<file path="src/sv/swpd_pkg.sv">
`timescale 1ns / 1ps
// ----------------------------------------------------------------------------
// swpd_pkg
// Shared types and constants of the sync word packet deframer.
// ----------------------------------------------------------------------------
package swpd_pkg;

   localparam logic [31:0] SYNC_WORD_RESET  = 32'h91EB_FA58;
   localparam logic [15:0] MAX_LENGTH_RESET = 16'd256;

   localparam int CSR_ADDR_W = 1;
   localparam int CSR_DATA_W = 32;

   typedef enum logic [CSR_ADDR_W-1:0] {
      CSR_SYNC_WORD  = 1'b0,
      CSR_MAX_LENGTH = 1'b1
   } csr_addr_type;

   typedef enum logic [2:0] {
      PH_IDLE   = 3'd0,
      PH_LEN_LO = 3'd1,
      PH_LEN_HI = 3'd2,
      PH_BODY   = 3'd3,
      PH_CHECK  = 3'd4
   } phase_type;

   typedef enum logic [1:0] {
      K_BODY  = 2'd0,
      K_GOOD  = 2'd1,
      K_BAD   = 2'd2,
      K_ABORT = 2'd3
   } kind_type;

   typedef struct packed {
      logic        valid;
      kind_type    kind;
      logic [7:0]  data_byte;
      logic [15:0] byte_index;
      logic [15:0] frame_length;
   } rsp_type;

endpackage

</file>
<file path="src/sv/swpd_in_stage.sv">
`timescale 1ns / 1ps
// ----------------------------------------------------------------------------
// swpd_in_stage
// Input register for received bytes; refills in the cycle it drains.
// ----------------------------------------------------------------------------
module swpd_in_stage (
   input  logic       clock,
   input  logic       reset,
   input  logic       req_tvalid,
   output logic       req_tready,
   input  logic [7:0] req_tdata,     // rx_byte
   input  logic       advance,
   output logic       item_valid,
   output logic [7:0] item_byte
);
   logic       valid_ff;
   logic       valid_in;
   logic [7:0] byte_ff;

   assign req_tready = !valid_ff || advance;
   assign valid_in   = (valid_ff && !advance) || req_tvalid;

   always_ff @(posedge clock) begin
      if (reset) begin
         valid_ff <= 1'b0;
      end else begin
         valid_ff <= valid_in;
      end
   end

   always_ff @(posedge clock) begin
      if (req_tvalid && req_tready) begin
         byte_ff <= req_tdata;
      end
   end

   assign item_valid = valid_ff;
   assign item_byte  = byte_ff;

endmodule

</file>
<file path="src/sv/swpd_frame.sv">
`timescale 1ns / 1ps
// ----------------------------------------------------------------------------
// swpd_frame
// Sync matcher and frame phase logic; one byte per step.
// ----------------------------------------------------------------------------
module swpd_frame (
   input  logic             clock,
   input  logic             reset,
   input  logic             step,
   input  logic [7:0]       rx_byte,
   input  logic [31:0]      sync_word,
   input  logic [15:0]      max_length,
   output swpd_pkg::rsp_type rsp
);
   import swpd_pkg::*;

   phase_type   phase_ff, phase_in;
   logic [1:0]  match_ff, match_in;
   logic [7:0]  xor_ff, xor_in;
   logic [15:0] len_ff, len_in;
   logic [15:0] count_ff, count_in;

   logic [7:0]  want;
   logic        hit;
   logic [15:0] len_full;
   logic [15:0] count_next;

   always_comb begin
      unique case (match_ff)
         2'd0:    want = sync_word[31:24];
         2'd1:    want = sync_word[23:16];
         2'd2:    want = sync_word[15:8];
         default: want = sync_word[7:0];
      endcase
   end

   assign hit        = (rx_byte == want);
   assign len_full   = {rx_byte, len_ff[7:0]};
   assign count_next = count_ff + 16'd1;

   always_comb begin
      phase_in = phase_ff;
      match_in = hit ? match_ff + 2'd1 : 2'd0;
      xor_in   = xor_ff;
      len_in   = len_ff;
      count_in = count_ff;
      rsp      = '0;
      if (hit && match_ff == 2'd3) begin
         // sync complete: abort any open frame and start a new one
         rsp.valid        = (phase_ff != PH_IDLE);
         rsp.kind         = K_ABORT;
         rsp.frame_length = len_ff;
         match_in = 2'd0;
         phase_in = PH_LEN_LO;
         xor_in   = '0;
         len_in   = '0;
         count_in = '0;
      end else begin
         unique case (phase_ff)
            PH_LEN_LO: begin
               len_in   = {8'd0, rx_byte};
               xor_in   = xor_ff ^ rx_byte;
               phase_in = PH_LEN_HI;
            end
            PH_LEN_HI: begin
               len_in = len_full;
               xor_in = xor_ff ^ rx_byte;
               if (len_full == 16'd0 || len_full > max_length) begin
                  phase_in = PH_IDLE;
                  match_in = 2'd0;
               end else begin
                  phase_in = PH_BODY;
                  count_in = '0;
               end
            end
            PH_BODY: begin
               rsp.valid        = 1'b1;
               rsp.kind         = K_BODY;
               rsp.data_byte    = rx_byte;
               rsp.byte_index   = count_ff;
               rsp.frame_length = len_ff;
               count_in = count_next;
               xor_in   = xor_ff ^ rx_byte;
               if (count_next == len_ff) begin
                  phase_in = PH_CHECK;
               end
            end
            PH_CHECK: begin
               rsp.valid        = 1'b1;
               rsp.kind         = (rx_byte == xor_ff) ? K_GOOD : K_BAD;
               rsp.frame_length = len_ff;
               phase_in = PH_IDLE;
               match_in = 2'd0;
            end
            default: begin
               phase_in = PH_IDLE;
            end
         endcase
      end
   end

   always_ff @(posedge clock) begin
      if (reset) begin
         phase_ff <= PH_IDLE;
         match_ff <= '0;
         xor_ff   <= '0;
         len_ff   <= '0;
         count_ff <= '0;
      end else if (step) begin
         phase_ff <= phase_in;
         match_ff <= match_in;
         xor_ff   <= xor_in;
         len_ff   <= len_in;
         count_ff <= count_in;
      end
   end

endmodule

</file>
<file path="src/sv/swpd_out_stage.sv">
`timescale 1ns / 1ps
// ----------------------------------------------------------------------------
// swpd_out_stage
// Result register driving the rsp stream.
// ----------------------------------------------------------------------------
module swpd_out_stage (
   input  logic              clock,
   input  logic              reset,
   input  logic              load,
   input  swpd_pkg::rsp_type rsp,
   output logic              can_load,
   output logic              rsp_tvalid,
   input  logic              rsp_tready,
   output logic [39:0]       rsp_tdata,   // data_byte, byte_index, frame_length
   output logic [1:0]        rsp_tuser    // kind
);
   import swpd_pkg::*;

   logic        valid_ff, valid_in;
   kind_type    kind_ff;
   logic [7:0]  data_ff;
   logic [15:0] index_ff;
   logic [15:0] length_ff;

   assign can_load = !valid_ff || rsp_tready;

   always_comb begin
      valid_in = valid_ff && !rsp_tready;
      if (load) begin
         valid_in = rsp.valid;
      end
   end

   always_ff @(posedge clock) begin
      if (reset) begin
         valid_ff <= 1'b0;
      end else begin
         valid_ff <= valid_in;
      end
   end

   always_ff @(posedge clock) begin
      if (load && rsp.valid) begin
         kind_ff   <= rsp.kind;
         data_ff   <= rsp.data_byte;
         index_ff  <= rsp.byte_index;
         length_ff <= rsp.frame_length;
      end
   end

   assign rsp_tvalid = valid_ff;
   assign rsp_tdata  = {length_ff, index_ff, data_ff};
   assign rsp_tuser  = kind_ff;

endmodule

</file>
<file path="src/sv/sync_word_packet_deframer_unit.sv">
`timescale 1ns / 1ps
// ----------------------------------------------------------------------------
// sync_word_packet_deframer_unit
// Byte stream deframer: sync word, length, body, xor checksum.
// ----------------------------------------------------------------------------
// Takes one received byte per item and gives at most one result per byte:
// a body byte with its index, a good or bad checksum report, or an abort when
// a new sync word arrives inside a frame. Throughput is one byte per clock
// unless rsp_tready stalls the output; a byte waits in the input register
// and its result is then loaded into the output register. The whole frame
// update (sync compare, xor, length check, counter) fits between the two
// registers. Write csr registers only while the stream is idle.
module sync_word_packet_deframer_unit (
   input  logic        clock,
   input  logic        reset,
   input  logic        req_tvalid,
   output logic        req_tready,
   input  logic [7:0]  req_tdata,    // rx_byte
   output logic        rsp_tvalid,
   input  logic        rsp_tready,
   output logic [39:0] rsp_tdata,    // data_byte, byte_index, frame_length
   output logic [1:0]  rsp_tuser,    // kind
   input  logic        csr_we,
   input  logic [swpd_pkg::CSR_ADDR_W-1:0] csr_addr,
   input  logic [swpd_pkg::CSR_DATA_W-1:0] csr_wdata
);
   import swpd_pkg::*;

   logic [31:0] sync_word_ff;
   logic [15:0] max_length_ff;

   logic        item_valid;
   logic [7:0]  item_byte;
   logic        can_load;
   logic        step;
   rsp_type     rsp;

   always_ff @(posedge clock) begin
      if (reset) begin
         sync_word_ff  <= SYNC_WORD_RESET;
         max_length_ff <= MAX_LENGTH_RESET;
      end else if (csr_we) begin
         unique case (csr_addr_type'(csr_addr))
            CSR_SYNC_WORD:  sync_word_ff  <= csr_wdata[31:0];
            CSR_MAX_LENGTH: max_length_ff <= csr_wdata[15:0];
            default:        ;
         endcase
      end
   end

   assign step = item_valid && can_load;

   swpd_in_stage u_in (
      .clock      (clock),
      .reset      (reset),
      .req_tvalid (req_tvalid),
      .req_tready (req_tready),
      .req_tdata  (req_tdata),
      .advance    (step),
      .item_valid (item_valid),
      .item_byte  (item_byte)
   );

   swpd_frame u_frame (
      .clock      (clock),
      .reset      (reset),
      .step       (step),
      .rx_byte    (item_byte),
      .sync_word  (sync_word_ff),
      .max_length (max_length_ff),
      .rsp        (rsp)
   );

   swpd_out_stage u_out (
      .clock      (clock),
      .reset      (reset),
      .load       (step),
      .rsp        (rsp),
      .can_load   (can_load),
      .rsp_tvalid (rsp_tvalid),
      .rsp_tready (rsp_tready),
      .rsp_tdata  (rsp_tdata),
      .rsp_tuser  (rsp_tuser)
   );

endmodule

</file>
<file path="config.mk">
export PLATFORM = sky130hd
export DESIGN_NAME = sync_word_packet_deframer_unit
export DESIGN_NICKNAME = d
export VERILOG_FILES = /design/src/sv/swpd_pkg.sv /design/src/sv/swpd_in_stage.sv /design/src/sv/swpd_frame.sv /design/src/sv/swpd_out_stage.sv /design/src/sv/sync_word_packet_deframer_unit.sv
export SDC_FILE = /design/constraint.sdc
export NUM_CORES = 1
export LEC_CHECK = 0
export ABC_AREA = 1
export BUFFER_PORTS_ARGS = -buffer_cell sky130_fd_sc_hd__buf_2
export CORE_AREA = 2 2 125 127
export CTS_CLUSTER_DIAMETER = 80
export CTS_CLUSTER_SIZE = 30
export DETAILED_ROUTE_END_ITERATION = 7
export DIE_AREA = 0 0 127 129
export MAX_ROUTING_LAYER = met4
export PLACE_DENSITY_LB_ADDON = 0.15
export SYNTH_ARGS = -nofsm -noshare
export SYNTH_HDL_FRONTEND = slang
export SYNTH_SLANG_ARGS = --single-unit
</file>
<file path="constraint.sdc">
create_clock -name clock -period 4.14 [get_ports clock]
set_input_delay 0.828 -clock clock [delete_from_list [all_inputs] [get_ports clock]]
set_output_delay 0.828 -clock clock [all_outputs]
set_load 0.01 [all_outputs]
</file>
==> results of run 1 <==
## worst min-delay path, stage by stage, from the launching register on
cell and delay, ns:
dfxtp_1 0.33, nand2_1 0.05, nand3_1 0.05
## layout by cell type (no fill, tap or decap), types with 4 or more instances in the layout
cell and n:
nand2_1 258, nor2_1 147, nand3_1 122, dfxtp_1 95, inv_1 92, buf_2 89, a21oi_1 55, edfxtp_1 50
o21ai_0 35, ha_1 22, clkbuf_16 17, xor2_1 13, nor2_2 12, nand4_1 9, clkbuf_1 9, buf_4 7
nor4_1 4
## flip-flops by register name (all words and copies together), names as in the netlist, 8 cells and up
signal,count
max_length_ff,16
sync_word_ff,32
u_frame.count_ff,16
u_frame.len_ff,16
u_frame.xor_ff,8
u_in.item_byte,8
u_out.data_ff,8
u_out.index_ff,16
u_out.length_ff,16
## where the power goes
group | internal, uW | total (uW) | switching, uW | leakage (uW)
Combinational | 114 | 311 | 197 | 0.00221
Clock | 807 | 1350 | 542 | 0.000250
Sequential | 1520 | 1570 | 45.1 | 0.00119
## cells in the mapped netlist (2+ instances only)
master / n / area [um^2]
nand2_1: 258 / 968
nor2_1: 148 / 556
nand3_1: 122 / 611
dfxtp_1: 95 / 1900
inv_1: 94 / 353
a21oi_1: 55 / 275
edfxtp_1: 50 / 1500
o21ai_0: 35 / 175
clkbuf_1: 25 / 93.8
ha_1: 22 / 275
xor2_1: 13 / 114
nor2_2: 11 / 68.8
nand4_1: 9 / 56.3
buf_6: 8 / 90.1
buf_1: 4 / 15.0
buf_2: 4 / 20.0
buf_4: 4 / 30.0
nor4_1: 4 / 25.0
inv_2: 2 / 7.51
nand2_2: 2 / 12.5
nand3b_1: 2 / 15.0
or2_1: 2 / 12.5
or2_2: 2 / 12.5
xnor2_1: 2 / 17.5
xnor3_1: 2 / 45.0
## logic make-up after synthesis
group,after synthesis,share of synthesized area [%]
xor+xnor,18,2.70
flops,145,45.8
compound gates,97,6.91
fa+ha+maj,22,3.71
simple gates,568,32.7
buf+inv,141,8.20
## final timing paths
kind | from | endpoint | slack, ns | depth (start not counted)
setup / recovery | u_frame.match_ff[1]$_SDFFE_PP0P_ | u_out.index_ff[15]$_SDFFCE_PP0P_ | 0.88 | 13
hold / removal | sync_word_ff[22]$_SDFFE_PP1P_ | sync_word_ff[22]$_SDFFE_PP1P_ | 0.46 | 2
setup reg to reg | u_frame.match_ff[1]$_SDFFE_PP0P_ | u_out.index_ff[15]$_SDFFCE_PP0P_ | 0.88 | 13
hold reg to reg | sync_word_ff[22]$_SDFFE_PP1P_ | sync_word_ff[22]$_SDFFE_PP1P_ | 0.46 | 2
## area by class of cell
class	count	area share, %
well taps	188	2.79
flip-flops and latches	145	40.3
repair buffers	96	5.90
clock inverters	2	0.119
inverters	96	4.27
multi-input cells	705	40.6
clock buffers	29	5.93
## stage by stage
step                      std cells  setup slack [ns]  total power (uW)  util [%]
final                          1261             0.881              3230      56.3
after global routing           1261             0.579              3360      56.3
after CTS                      1261             0.845              3250      56.3
after detailed placement       1230             0.862              1910      52.9
after global placement         1230             0.951              1900      52.9
after floorplan                 991              1.04              1810         -
## per-layer routing
| layer | wire (um) | part of all wire (%) |
|---|---|---|
| met5 | 0 | 0 |
| met4 | 434 | 2.4 |
| met3 | 659 | 3.7 |
| met2 | 8690 | 49 |
| met1 | 8120 | 45 |
==> metrics.txt, run 1 <==
Detail Route Antenna Nets=0; initial antenna violation count=0; Antenna Diode Count=0; # clock sinks=145; clock skew=0.00671 ns; first drt pass iteration count=5; Register Area=3400 um^2; IO Port Bufs=89; fill count=1454; RSZ-0062 raised after global routing=no; Setup crit start kind=register; Fin. Hold Viols=0; power per cell area=383 nW/um^2; GRT Overall Usage=23.3%; number of global-route vias before repair=5930; Mapped Cells=991; Clock Pin Slew Worst Setup and Hold Paths=0.05 ns; gr busiest metal=met2; Max Fanout on Critical Path=42; actual slew at the worst max-slew pin=0.959 ns; WP data arrival=3.32 ns; Seq/Total Area, Yosys=45.8%; slowest CP cell=buf_4; Tmin final=3.26 ns; fin area=8440 um^2; max frequency=307 MHz; type of the worst min-delay path=reg2reg; met1 Use GR=28.5%; first-pass GRT wire length=29.0 mm; post_cts resized=0; grt met2 use=38.5%; maximum clock path buffer count=2; gpl congestion=0.893; met3 track demand over resource=3.91%; status=finished clean; Mapped Area=7430 um^2; largest net degree at the start of global routing=44; Vias/cell=5.09; synthesized area per cell=7.49 um^2; multi-input logic area=3430 um^2; Clk Latency, worst-skew pair=0.43 ns; IO Pins=90; drt total wl=17.9 mm; Slew headroom=36.0%; starting density of the core=49.6%; Core ar.=15000 um^2; total number of vias=6420; post-DR wirelength/cell=14.2 um; Yosys cell types=41; Net Count, Synth=1059; grt total ovfl=0; Setup Total Neg Slack=0 ns; setup violators final=0; Initial DRC Count=448; CTS H-Tree Depth=4; layout cells sized above 1=13.6%; leading register cell type out of synthesis=dfxtp_1; Setup crit end kind=register; num rows=45; Ys Warns=0; CTS tree=yes; Layout Nets=1129; synthesized flop and latch total=145; Placed Area=7930 um^2; hold slack final=0.457 ns; Post-CTS Setup Bufs=0; Crit path max-delay family=simple AND/OR/NAND/NOR gates; Max Cap Violations=0; worst vdd ir=0.000284 V; share of flip-flops with an asynchronous set or reset=0%; Die Y=129 um; hpwl dp=12.5 mm; Leak=0.00365 uW; Die W=127 um; WS Path Type=reg2reg; worst-path cell chain=ha_1 > inv_2 > or2_2 > nand3_1 > nand2_1 > inv_1 > nand2_1 > nor2_1 > nand3_4 > nand2_2 > nand3_1 > clkinv_1 > buf_4; Buf/Inv on CP=4; Slew Viols, Final=0; Post-synth EDFFs=50; hold buffer count at cts=0; period utilisation layout=78.7%; clock buffer count from CTS=17; area delta synth->final=13.6%; die area=16400 um^2; slowest cell delay on critical path=0.46 ns; Data required, critical path=4.20 ns; drt drc=0; clk root buf=clkbuf_16
Note: power is estimated with default switching activity, not from simulation.
==> run 2, diff against run 1 <==
ABC_AREA = 0   (was 1)
CORE_AREA = 2 2 124 126   (was 2 2 125 127)
DIE_AREA = 0 0 126 128   (was 0 0 127 129)
clock period = 3.41 ns   (was 4.14 ns; I/O delays follow)
==> run 2 against run 1 <==
Register-to-register slack got worse by 0.71 ns. Via count fell by 3.2%. Critical path type unchanged. Core utilization rose by 1.2 points. Clock skew rose by 0.0049 ns. Synthesized cell count fell by 18%. Global-route usage rose by 1.3 points. Sequential power rose by 18%. Die area fell by 1.6%.
==> metrics.txt, run 2 <==
Ys Warns=0; fin area=8550 um^2; Layout Nets=944; Final WS setup=0.172 ns; max frequency=309 MHz; Hold Path Depth=1; top-count cell post-synth=nand2_1; initial antenna violation count=0; Slew headroom=32.7%; Initial DRC Count=522; CTS tree=yes; Setup crit end kind=register; GRT Overall Usage=24.6%; clock buffer count from CTS=17; Reg with most FFs=sync_word_ff; WS Path Type=reg2reg; hpwl dp=13.4 mm; Vias/cell=5.77; hold slack final=0.423 ns; maximum clock path buffer count=2; die area=16100 um^2; slowest cell delay on critical path=0.53 ns; top cell type's share of synthesized area=26.1%; synthesized flop and latch total=145; Leak=0.00303 uW; worst vdd ir=0.000301 V; multi-input logic area=3540 um^2; type of the worst min-delay path=in2reg; Data required, critical path=3.52 ns; Fin. Hold Viols=0; Yosys cell types=56; Post-synth EDFFs=50; post-synth top area cell=dfxtp_1; largest net degree at the start of global routing=50; Mapped Cells=808; Seq/Total Area, Yosys=46.7%; gpl congestion=0.914; clock network fraction of total power=48.0%; status=finished clean; drt drc=0; synthesized area per cell=9.01 um^2; Detail Route Antenna Nets=0; slowest CP cell=nor4_4; clk root buf=clkbuf_16; Setup crit start kind=register; Reg-to-Reg End=u_out.length_ff[4]$_DFFE_PP_; Die W=126 um; worst-path cell chain=inv_1 > ha_1 > a222oi_1 > mux2i_1 > xor2_1 > nor4_4 > and3_1 > nand2_2 > a31oi_4 > buf_12; num rows=45; Clock Pin Slew Worst Setup and Hold Paths=0.06 ns; NetSw=931 uW; post-DR wirelength/cell=17.5 um; setup violators final=0; commonest cells after routing, fill and taps aside=nand2_1, dfxtp_1, buf_2; Register Area=3410 um^2; grt total ovfl=0; Max Fanout on Critical Path=42; fill count=1369; Antenna Diode Count=0; R2R setup slack=0.17 ns; dpl ws=0.204 ns; max reg flops=32; FF-to-FF path depth=10; hold buffer count at cts=0; actual slew at the worst max-slew pin=1.01 ns; leading register cell type out of synthesis=dfxtp_1; Commonest cells post-synth=nand2_1, dfxtp_1, edfxtp_1; layout cells sized above 1=17.9%; CTS H-Tree Depth=4; Max Cap Violations=0; first drt pass iteration count=7; IO Port Bufs=89; Die Y=128 um; Worst Hold Launch=req_tdata[5]; Buf/Inv on CP=2; Slew Viols, Final=0; sequential power share=45.9%; drt total wl=18.9 mm; Mapped Area=7280 um^2; Setup Total Neg Slack=0 ns; Core ar.=14900 um^2; area delta synth->final=17.4%; Tmin final=3.24 ns; Combinational Power Share=6.1%; Net Count, Synth=876; IO Pins=90; WP data arrival=3.35 ns; period utilisation layout=95.0%; first-pass GRT wire length=30.3 mm; sw frac=23.1%; RSZ-0062 raised after global routing=no; Clk Latency, worst-skew pair=0.43 ns; share of flip-flops with an asynchronous set or reset=0%; power per cell area=472 nW/um^2; Post-CTS Setup Bufs=0; # clock sinks=145; starting density of the core=49.0%; number of global-route vias before repair=5956; main area contributors after synthesis=dfxtp_1, edfxtp_1, nand2_1; Final Total Pwr=4030 uW; Internal=3100 uW; total number of vias=6217; Setup crit start=u_frame.match_ff[1]$_SDFFE_PP0P_; post_cts resized=0; Placed Area=7940 um^2; Crit path max-delay family=simple AND/OR/NAND/NOR gates; R2R Path Start=u_frame.match_ff[1]$_SDFFE_PP0P_; clock skew=0.0116 ns; WHS Endpoint=u_in.item_byte[5]$_DFFE_PP_; commonest non-fill, non-tap cell in the layout=nand2_1
-- run 2: cell count changes after synthesis, sizes merged, moves of 11 or more --
| cell | before | now |
|---|---|---|
| nand2 | 262 | 155 |
| o21ai | 36 | 21 |
| nor2 | 159 | 25 |
| nand3 | 124 | 43 |
| a21oi | 57 | 42 |
| nor2b | 0 | 24 |
| mux2i | 0 | 24 |
| and2 | 2 | 26 |
| clkbuf | 25 | 46 |
| inv | 96 | 32 |
| nand4 | 9 | 31 |
| xnor2 | 2 | 25 |
| a221oi | 0 | 11 |
-- run 2: worst max-delay path by stage --
| stage | end | slack (ns) | depth (start not counted) |
|---|---|---|---|
| after floorplan | u_out.data_ff[0]$_SDFFCE_PP0P_ | 0.007 | 11 |
| after global placement | u_out.length_ff[3]$_DFFE_PP_ | 0.34 | 10 |
| after detailed placement | u_out.length_ff[2]$_DFFE_PP_ | 0.20 | 10 |
| after CTS | u_out.index_ff[5]$_SDFFCE_PP0P_ | 0.20 | 10 |
| after global routing | u_out.length_ff[0]$_DFFE_PP_ | 0.005 | 10 |
| final | u_out.length_ff[4]$_DFFE_PP_ | 0.17 | 10 |
-- run 2: area by class of cell --
type	count	area share, %
clock buffers	20	5.34
well taps	188	2.75
repair buffers	113	7.46
clock inverters	12	1.81
multi-input cells	567	41.4
inverters	32	1.40
flip-flops and latches	145	39.8
-- run 2: power by group through the flow --
| stage | clock (uW) | combinational, uW | sequential, uW |
|---|---|---|---|
| floorplan | 0 | 164 | 1870 |
| global placement | 0 | 240 | 1890 |
| detailed placement | 0 | 247 | 1890 |
| CTS | 1960 | 248 | 1850 |
| global route | 2040 | 276 | 1850 |
| finish | 1940 | 247 | 1850 |
-- run 2: stage by stage --
step | util [%] | cells
6_report | 57.5 | 1077
3_3_place_gp | 53.4 | 1045
5_1_grt | 57.5 | 1077
4_1_cts | 57.5 | 1077
3_5_place_dp | 53.4 | 1045
2_1_floorplan | - | 808
-- run 2: routing by layer --
metal | vias to the layer above | part of all wire, % | GRT usage (%)
li1 | 3014 | - | -
met1 | 2969 | 43 | 29.8
met2 | 194 | 49 | 39.8
met3 | 40 | 4.9 | 5.30
met4 | 0 | 2.8 | 11.1
met5 | - | 0 | -
-- run 2: logic make-up after synthesis --
logic type / after synthesis / synth area share (%)
xor gates and xnor gates: 38 / 4.57
buffers and inverters: 96 / 5.24
adders and majority gates: 22 / 3.78
and+or+nand+nor: 352 / 24.0
DFF: 145 / 46.7
muxes: 26 / 3.61
AOI/OAI and AO/OA: 129 / 12.1
-- run 2: worst reg2reg max path: cells and delay by family (launching register included) --
family,cells,cell delay (ns)
AOI/OAI and AO/OA,2,0.59
adders and majority gates,1,0.28
xor gates and xnor gates,1,0.19
DFF,1,0.37
buffers and inverters,2,0.31
and+or+nand+nor,3,0.99
muxes,1,0.14
